<file path="config.mk">
export PLATFORM = sky130hd
export DESIGN_NAME = ffra_ctrl
export DESIGN_NICKNAME = d
export VERILOG_FILES = /design/src/design/ffra_pkg.sv /design/src/design/ffra_ctrl.sv
export SDC_FILE = /design/constraint.sdc
export NUM_CORES = 1
export LEC_CHECK = 0
export BUFFER_PORTS_ARGS = -buffer_cell sky130_fd_sc_hd__buf_2
export CORE_AREA = 2 2 39 41
export DETAILED_ROUTE_END_ITERATION = 8
export DIE_AREA = 0 0 41 43
export GPL_ROUTABILITY_DRIVEN = 0
export SLEW_MARGIN = 25
export SYNTH_ARGS = -nofsm -noshare
export SYNTH_HDL_FRONTEND = slang
export SYNTH_SLANG_ARGS = --single-unit
</file>
<file path="constraint.sdc">
create_clock -name clk -period 1.75 [get_ports clk]
set_input_delay 0.35 -clock clk [delete_from_list [all_inputs] [get_ports clk]]
set_output_delay 0.35 -clock clk [all_outputs]
set_load 0.01 [all_outputs]
</file>
<file path="src/design/ffra_pkg.sv">
// Shared types, codes and defaults for the first-fit region allocator.
package ffra_pkg;

    localparam int DEF_REGION_SLOTS = 32;
    localparam int DEF_FREE_SLOTS   = 32;
    localparam int DEF_PAGE_BYTES   = 256;

    localparam logic [1:0] CMD_ALLOC = 2'd0;
    localparam logic [1:0] CMD_FREE  = 2'd1;
    localparam logic [1:0] CMD_XLATE = 2'd2;

    localparam logic [2:0] ST_OK        = 3'd0;
    localparam logic [2:0] ST_BAD_ID    = 3'd1;
    localparam logic [2:0] ST_EMPTY     = 3'd2;
    localparam logic [2:0] ST_BOUNDS    = 3'd3;
    localparam logic [2:0] ST_LIST_FULL = 3'd4;
    localparam logic [2:0] ST_HEAP_OUT  = 3'd5;

    localparam logic CFG_HEAP_BASE  = 1'b0;
    localparam logic CFG_HEAP_LIMIT = 1'b1;

    // Which way the datapath closes a transaction.
    typedef enum logic [2:0] {
        FIN_NONE,
        FIN_NOP,
        FIN_BAD_ID,
        FIN_FREE,
        FIN_XLATE,
        FIN_FIT,
        FIN_BUMP
    } fin_t;

    typedef struct packed {
        logic load;
        logic scan_inc;
        logic div_init;
        logic div_step;
        fin_t fin;
    } ctl_cmd_t;

    typedef struct packed {
        logic [1:0] cmd;
        logic       bad_id;
        logic       scan_end;
        logic       scan_fit;
    } dp_stat_t;

endpackage

</file>
<file path="src/design/ffra_ctrl.sv">
// Sequencing state machine of the region allocator.
module ffra_ctrl
(
    input  logic               clk,
    input  logic               rst_n,
    input  logic               start,
    input  ffra_pkg::dp_stat_t stat,
    output ffra_pkg::ctl_cmd_t ctl,
    output logic               busy
);
    import ffra_pkg::*;

    typedef enum logic [2:0] {
        S_IDLE,
        S_CHECK,
        S_SCAN,
        S_DIV,
        S_BUMP
    } state_t;

    state_t state_reg;
    state_t state_next;

    always_comb
    begin
        state_next   = state_reg;
        ctl          = '0;
        ctl.fin      = FIN_NONE;
        case (state_reg)
            S_IDLE:
            begin
                if (start)
                begin
                    ctl.load   = 1'b1;
                    state_next = S_CHECK;
                end
            end
            S_CHECK:
            begin
                state_next = S_IDLE;
                if (stat.cmd != CMD_ALLOC && stat.cmd != CMD_FREE && stat.cmd != CMD_XLATE)
                    ctl.fin = FIN_NOP;
                else if (stat.bad_id)
                    ctl.fin = FIN_BAD_ID;
                else if (stat.cmd == CMD_FREE)
                    ctl.fin = FIN_FREE;
                else if (stat.cmd == CMD_XLATE)
                    ctl.fin = FIN_XLATE;
                else
                    state_next = S_SCAN;
            end
            S_SCAN:
            begin
                if (stat.scan_end)
                begin
                    ctl.div_init = 1'b1;
                    state_next   = S_DIV;
                end
                else if (stat.scan_fit)
                begin
                    ctl.fin    = FIN_FIT;
                    state_next = S_IDLE;
                end
                else
                    ctl.scan_inc = 1'b1;
            end
            S_DIV:
            begin
                ctl.div_step = 1'b1;
                state_next   = S_BUMP;
            end
            S_BUMP:
            begin
                ctl.fin    = FIN_BUMP;
                state_next = S_IDLE;
            end
            default:
                state_next = S_IDLE;
        endcase
    end

    always_ff @(posedge clk or negedge rst_n)
    begin
        if (!rst_n)
            state_reg <= S_IDLE;
        else
            state_reg <= state_next;
    end

    assign busy = (state_reg != S_IDLE);

endmodule

</file>
Word level (Yosys, flattened, before mapping)

Index checks and enable logic that the tools add are counted.

Register bits after elaboration: 3

Muxes and demuxes: 22
Equality and inequality tests: 10
Reduce and logical (&&, ||, !) cells: 6

Operator list:

| kind                 | count |
|---|---|
| $mux W3              | 12 |
| $pmux W3 S4          | 1 |
| $pmux W3 S3          | 1 |
| $eq A3 B2 Y1 const B | 2 |
| $mux W1              | 6 |
| $mux W2              | 2 |
| $ne A2 B2 Y1 const B | 2 |
| $eq A3 B1 Y1 const B | 1 |
| $eq A3 B3 Y1 const B | 1 |
| $logic_not A3 Y1     | 1 |
| $ne A3 B3 Y1 const B | 1 |
| $reduce_bool A3 Y1   | 1 |
| $eq A2 B1 Y1 const B | 1 |
| $eq A2 B2 Y1 const B | 1 |
| $logic_and A1 B1 Y1  | 2 |
| $ne A2 B1 Y1 const B | 1 |
| $reduce_and A2 Y1    | 1 |
| $reduce_bool A2 Y1   | 1 |

Logic depth before layout (Yosys ltp)

Gate-level depths: netlist (run 1).

Depth in word-level cells: 6
Depth in mapped cells: 5
Depth with buffers taken out: 5

Worst setup path after synthesis (run 1)

No wires, ideal clock.

Path kind: register to output
Start: register state_reg[1]
End: output ctl[6] (netlist name)
Stages on the path, launching flop included: 4
Arrival time: 1.034 ns
Path slack: 0.366 ns
Required time: 1.400 ns
Cells stage by stage: dfrtp_1 buf_4 or3_4 nor2_2

RTL lines:

| what                   | line            | text |
|---|---|---|
| start, declared        | ffra_ctrl.sv:21 | `state_t state_reg;` |
| start signal, assigned | ffra_ctrl.sv:87 | `state_reg <= state_next;` |
| end, declared          | ffra_ctrl.sv:8  | `output ffra_pkg::ctl_cmd_t ctl,` |

==> flow_metrics.env, run 1 <==
export IMPL_status="complete, no violations"
export IMPL_ff2ff_setup_slack_ns=0.68
export IMPL_fin_setup_tns_ns=0
export IMPL_critPathTopFamily="flip-flops"
export IMPL_placementRows=14
export IMPL_grt_max_degree=12
export IMPL_maxSlewHeadroom=0.805
export IMPL_htree_levels=1
export IMPL_power_w=0.000375
export IMPL_wl_met3_um=38
export IMPL_viasPerCell=4.53
export IMPL_grt_use_total=0.116
export IMPL_required_ns=1.40
export IMPL_end_kind="output pin"
export IMPL_routed_wl_um=753
export IMPL_start_kind="register"
export IMPL_final_cells=75
export IMPL_hpwl_um=550
export IMPL_crit_slowest_cell="dfrtp_2"
export IMPL_p_leak_nw=0.254
export IMPL_maxSlewViolCount=0
export IMPL_rsz0062_at_grt="yes"
export IMPL_worstMarginPinSlew_ns=0.290
export IMPL_fin_crit_sh=0.956
export IMPL_rr_endpoint="state_reg[1]$_DFFE_PN0P_"
export IMPL_clock_sinks=3
export IMPL_crit_fanout=7
export IMPL_final_core_util=0.356
export IMPL_numCtsBuffers=3
export IMPL_detail_route_wl_per_cell_um=10.0
export IMPL_dieArea_um2=1760
export IMPL_synth_nets=49
export IMPL_ios=16
export IMPL_wl_met2_um=327
export IMPL_port_buffers=15
export IMPL_path_buf_inv=1
export IMPL_clock_latency_ns=0.23
export IMPL_area_growth_pct=48.7
export IMPL_drc=0
export IMPL_synth_top_cell_area_share=0.226
export IMPL_vdd_ir_drop_max_mv=0.258
export IMPL_grt_pass1_vias=299
export IMPL_cpPeakStageDelay_ns=0.44
export IMPL_highest_layer="met4"
export IMPL_cp_arrival_ns=1.32
export IMPL_antenna_found_initial=0
export IMPL_power_density_nw_per_um2=761
export IMPL_avgSynthCellArea_um2=8.73
export IMPL_clk_path_buf_depth=2
export IMPL_clk_pin_slew_worst_paths_ns=0.04
export IMPL_drive_gt1_frac=0.593
export IMPL_first_pass_iters=2
export IMPL_setup_viol=0
export IMPL_reg2reg_depth=3
export IMPL_synth_seq_cells=3
export IMPL_layout_setup_ws_ns=0.0764
export IMPL_worstPathCellList="nand2b_4, a211o_1, a21oi_2, buf_2"
export IMPL_core_area_um2=1380
export IMPL_largest_reg_flops=3
export IMPL_cts_tree="done"
export IMPL_drtIter0Drc=3
export IMPL_die_y_um=43
export IMPL_yosysTopAreaCell="dfrtp_1"
export IMPL_via_count=340
export IMPL_chipWidth_um=41
export IMPL_fmax_ghz=0.598
export IMPL_synth_cells=38
export IMPL_cts_root_buffer="clkbuf_4"
export IMPL_start_util=0.240
export IMPL_ys_seq_area_frac=0.226
export IMPL_r2r_start="state_reg[2]$_DFFE_PN0P_"
export IMPL_grt_first_pass_wirelength_um=1320
export IMPL_drv_cap=0
export IMPL_min_path_type="primary input to asynchronous set/reset pin"
export IMPL_synthTopCellsByArea="dfrtp_1, ha_1, nor2b_1, and3_2, mux2_4"
export IMPL_critPathKind="register to output pin"
export IMPL_m1WireLength_um=374
export IMPL_antennaDiodeCount=0
export IMPL_nNetsFinal=71
export IMPL_n_fill_cell=156
export IMPL_dpl_worst_slack_ns=0.147
export IMPL_overflow=0
export IMPL_ys_warn_count=0
export IMPL_finClkSkew_ns=0.00534
export IMPL_postRouteAntennaNets=0
export IMPL_synth_area_um2=332
export IMPL_synth_cell_types=26
export IMPL_fin_crit_ns=1.67
export IMPL_hold_violations=0
export IMPL_post_place_cells=67
## cell usage after synthesis
library cell	number
o2bb2ai_1	1
nor2_1	2
nand3b_1	1
or2b_1	1
nor2_2	1
nand2_1	1
nor2b_1	3
and3_1	1
a21oi_1	2
ha_1	3
o21ai_0	1
nor3_1	2
or3_4	1
nand2b_1	1
a211o_1	1
nor4_2	1
o2bb2ai_2	1
mux2i_1	1
buf_2	1
inv_1	3
buf_4	1
and3_2	2
inv_2	1
dfrtp_1	3
mux2_4	1
or2_1	1
## where the power goes
group	switching (W)	total, W	internal [W]
Combinational	0.0000681	0.000149	0.0000813
Clock	0.0000353	0.000121	0.0000854
Sequential	0.0000238	0.000105	0.0000813
## how the worst max path moves through the flow
stage	to	slack, ns	depth (start not counted)	from
6_report	ctl[1]	0.08	4	state_reg[2]$_DFFE_PN0P_
5_1_grt	ctl[1]	-0.02	4	state_reg[2]$_DFFE_PN0P_
3_3_place_gp	ctl[2]	0.15	5	stat[3]
4_1_cts	ctl[1]	0.002	4	state_reg[2]$_DFFE_PN0P_
3_5_place_dp	ctl[2]	0.15	5	stat[3]
2_1_floorplan	ctl[6]	0.37	3	state_reg[1]$_DFFE_PN0P_
## cell families (layout without fill, tap and decap cells)
family          after synthesis  count (layout)  synth area share
buf+inv                       6              27            0.0830
fa+ha+maj                     3               3             0.113
simple gates                 18              18             0.359
compound gates                6               6             0.143
mux                           2               2            0.0755
flops                         3               3             0.226
## through the flow
stage / instance area, um^2 / hold WS, ns
6_report: 493 / 0.435
5_1_grt: 493 / 0.433
4_1_cts: 454 / 0.433
3_5_place_dp: 414 / 0.147
3_3_place_gp: 414 / 0.145
2_1_floorplan: 332 / 0.0544
## worst reg2reg max path: stages, from the launching register on
cell and delay [ns]:
dfrtp_2 0.44, nand2b_4 0.16, nor4_2 0.21, o2bb2ai_1 0.17
## what timing repair did
item	CTS	global route
hold buffers	1	0
endpoints found under the setup margin	3	2
buffers inserted	0	3
endpoints found under the hold margin	3	0
gates resized for setup	3	3
## cells in the final DEF, fill, tap and decap left out
master / synthesis / final
nor3_2: 0 / 1
or2b_1: 1 / 1
nand3b_1: 1 / 1
inv_1: 3 / 3
o2bb2ai_2: 1 / 1
mux2i_1: 1 / 1
o21ai_0: 1 / 1
mux2_4: 1 / 1
nor3_1: 2 / 1
or3_4: 1 / 1
nand2b_4: 0 / 1
ha_1: 3 / 3
buf_4: 1 / 3
nand2_1: 1 / 1
nor2_2: 1 / 1
clkbuf_1: 0 / 1
buf_2: 1 / 15
inv_2: 1 / 1
nor4_2: 1 / 1
dlygate4sd3_1: 0 / 1
nor2b_1: 3 / 3
nor2_1: 2 / 2
and3_1: 1 / 1
and3_2: 2 / 2
a211o_1: 1 / 1
clkbuf_4: 0 / 3
dfrtp_2: 0 / 3
a21oi_1: 2 / 1
or2_1: 1 / 1
a21oi_2: 0 / 1
o2bb2ai_1: 1 / 1
## per-layer routing
layer  vias up  GRT usage
met5         -          0
met2        10      0.134
li1        173          -
met1       155      0.167
met4         0      0.100
met3         2     0.0314
## cell type report
| class | instances | area, um^2 | area share |
|---|---|---|---|
| clock buffer | 4 | 26.3 | 0.0533 |
| timing repair buffer | 19 | 108 | 0.218 |
| inverter | 4 | 15.0 | 0.0305 |
| multi-input combinational | 29 | 245 | 0.497 |
| tap | 16 | 20.0 | 0.0406 |
| sequential | 3 | 78.8 | 0.160 |
No activity file was read; power rests on OpenSTA's default activity.
==> run 2, diff against run 1 <==
--- a/config.mk
+++ b/config.mk
@@ -7,6 +7,7 @@
 export LEC_CHECK = 0
 export BUFFER_PORTS_ARGS = -buffer_cell sky130_fd_sc_hd__buf_2
 export CORE_AREA = 2 2 39 41
+export CTS_BUF_LIST = sky130_fd_sc_hd__clkbuf_4 sky130_fd_sc_hd__clkbuf_8
 export DETAILED_ROUTE_END_ITERATION = 8
 export DIE_AREA = 0 0 41 43
 export GPL_ROUTABILITY_DRIVEN = 0
==> flow_metrics.env, run 2 (synthesis results as in run 1) <==
export IMPL_clock_latency_ns=0.23
export IMPL_numCtsBuffers=3
export IMPL_antenna_found_initial=0
export IMPL_drv_cap=0
export IMPL_vdd_ir_drop_max_mv=0.258
export IMPL_fin_setup_tns_ns=0
export IMPL_rr_endpoint="state_reg[1]$_DFFE_PN0P_"
export IMPL_end_kind="output pin"
export IMPL_power_share_combinational=0.385
export IMPL_cts_tree="done"
export IMPL_final_core_util=0.359
export IMPL_overflow=0
export IMPL_cp_startpoint="state_reg[2]$_DFFE_PN0P_"
export IMPL_p_leak_nw=0.257
export IMPL_grt_use_total=0.120
export IMPL_clock_sinks=3
export IMPL_wl_met3_um=38
export IMPL_p_seq_frac=0.268
export IMPL_nNetsFinal=71
export IMPL_largest_reg_flops=3
export IMPL_cpPeakStageDelay_ns=0.43
export IMPL_grt_first_pass_wirelength_um=1340
export IMPL_start_kind="register"
export IMPL_fin_crit_ns=1.66
export IMPL_holdWs_ns=0.435
export IMPL_power_density_nw_per_um2=786
export IMPL_m1WireLength_um=369
export IMPL_chipWidth_um=41
export IMPL_fmax_ghz=0.603
export IMPL_viasPerCell=4.55
export IMPL_status="complete, no violations"
export IMPL_routed_wl_um=748
export IMPL_crit_slowest_cell="dfrtp_2"
export IMPL_clk_path_buf_depth=2
export IMPL_multi_input_area_um2=245
export IMPL_cp_arrival_ns=1.31
export IMPL_clock_power_share=0.348
export IMPL_maxSlewHeadroom=0.805
export IMPL_fin_crit_sh=0.948
export IMPL_cts_root_buffer="clkbuf_4"
export IMPL_drc=0
export IMPL_crit_end="ctl[1]"
export IMPL_grt_pass1_vias=306
export IMPL_register_area_um2=78.8
export IMPL_area_growth_pct=49.8
export IMPL_highest_layer="met4"
export IMPL_clk_pin_slew_worst_paths_ns=0.04
export IMPL_first_pass_iters=2
export IMPL_min_path_type="primary input to asynchronous set/reset pin"
export IMPL_netSwitchingPower_w=0.000127
export IMPL_port_buffers=15
export IMPL_ios=16
export IMPL_finClkSkew_ns=0.00340
export IMPL_crit_fanout=6
export IMPL_placementRows=14
export IMPL_layout_common_cells="buf_2, clkbuf_4"
export IMPL_core_area_um2=1380
export IMPL_worstPathCellList="nand2b_4, a211o_1, a21oi_2, buf_2"
export IMPL_die_y_um=43
export IMPL_hold_violations=0
export IMPL_hpwl_um=550
export IMPL_setup_viol=0
export IMPL_n_fill_cell=153
export IMPL_p_sw_frac=0.325
export IMPL_antennaDiodeCount=0
export IMPL_maxSlewViolCount=0
export IMPL_htree_levels=1
export IMPL_final_common_cell="buf_2"
export IMPL_postRouteAntennaNets=0
export IMPL_r2r_start="state_reg[2]$_DFFE_PN0P_"
export IMPL_critPathKind="register to output pin"
export IMPL_dieArea_um2=1760
export IMPL_rsz0062_at_grt="yes"
export IMPL_reg2reg_depth=3
export IMPL_detail_route_wl_per_cell_um=9.97
export IMPL_worstMarginPinSlew_ns=0.290
export IMPL_via_count=341
export IMPL_start_util=0.240
export IMPL_power_w=0.000390
export IMPL_ff2ff_setup_slack_ns=0.70
export IMPL_required_ns=1.40
export IMPL_drive_gt1_frac=0.610
export IMPL_wl_met2_um=327
export IMPL_p_int_w=0.000264
export IMPL_drtIter0Drc=1
export IMPL_grt_max_degree=12
==> run 2: cell counts in the layout (fill, tap and decap cells not counted) <==
No cell type changed its count.
==> run 2: per-layer routing <==
layer,GRT usage,up-vias
li1,-,172
met3,0.0314,2
met5,0,-
met2,0.138,10
met1,0.167,157
met4,0.120,0
==> run 2: worst max-delay path: cells and delay by family, from the launching register on <==
kind / cells / cell delay [ns]
buf+inv: 1 / 0.13
flops: 1 / 0.43
compound gates: 2 / 0.36
simple gates: 1 / 0.15
==> run 2: cell type report <==
class	instances	share of cell area
clock buffers	4	0.0605
multi-input cells	29	0.494
flip-flops and latches	3	0.159
repair buffers	19	0.217
well taps	16	0.0403
inverters	4	0.0302
==> run 2: power by group through the flow <==
| stage | Clock (W) | Sequential, W | Combinational [W] |
|---|---|---|---|
| after floorplan | 0 | 0.0000843 | 0.000105 |
| after global placement | 0 | 0.000106 | 0.000125 |
| after detailed placement | 0 | 0.000106 | 0.000126 |
| after CTS | 0.000143 | 0.000107 | 0.000131 |
| after global routing | 0.000158 | 0.000108 | 0.000169 |
| final | 0.000136 | 0.000105 | 0.000150 |
==> run 2: worst min path at each step <==
stage,from,to,slack [ns],cells after the start
2_1_floorplan,rst_n,state_reg[0]$_DFFE_PN0P_,0.05,0
3_3_place_gp,rst_n,state_reg[1]$_DFFE_PN0P_,0.15,1
3_5_place_dp,rst_n,state_reg[1]$_DFFE_PN0P_,0.15,1
4_1_cts,rst_n,state_reg[2]$_DFFE_PN0P_,0.43,2
5_1_grt,rst_n,state_reg[2]$_DFFE_PN0P_,0.43,2
6_report,rst_n,state_reg[2]$_DFFE_PN0P_,0.44,2
==> run 2: through the flow <==
step                      setup WS (ns)  instances  cell area [um^2]
after floorplan                   0.366         38               332
after detailed placement          0.147         67               414
after CTS                        0.0170         73               465
after global placement            0.155         67               414
after global routing           -0.00916         75               497
final                            0.0910         75               497
==> run 2: timing repair <==
item	4_1_cts	5_1_grt
gates resized for setup	3	3
endpoints found under the hold margin	3	0
buffers inserted	1	2
pin swaps	0	0
endpoints found under the setup margin	3	3
hold buffers	1	0
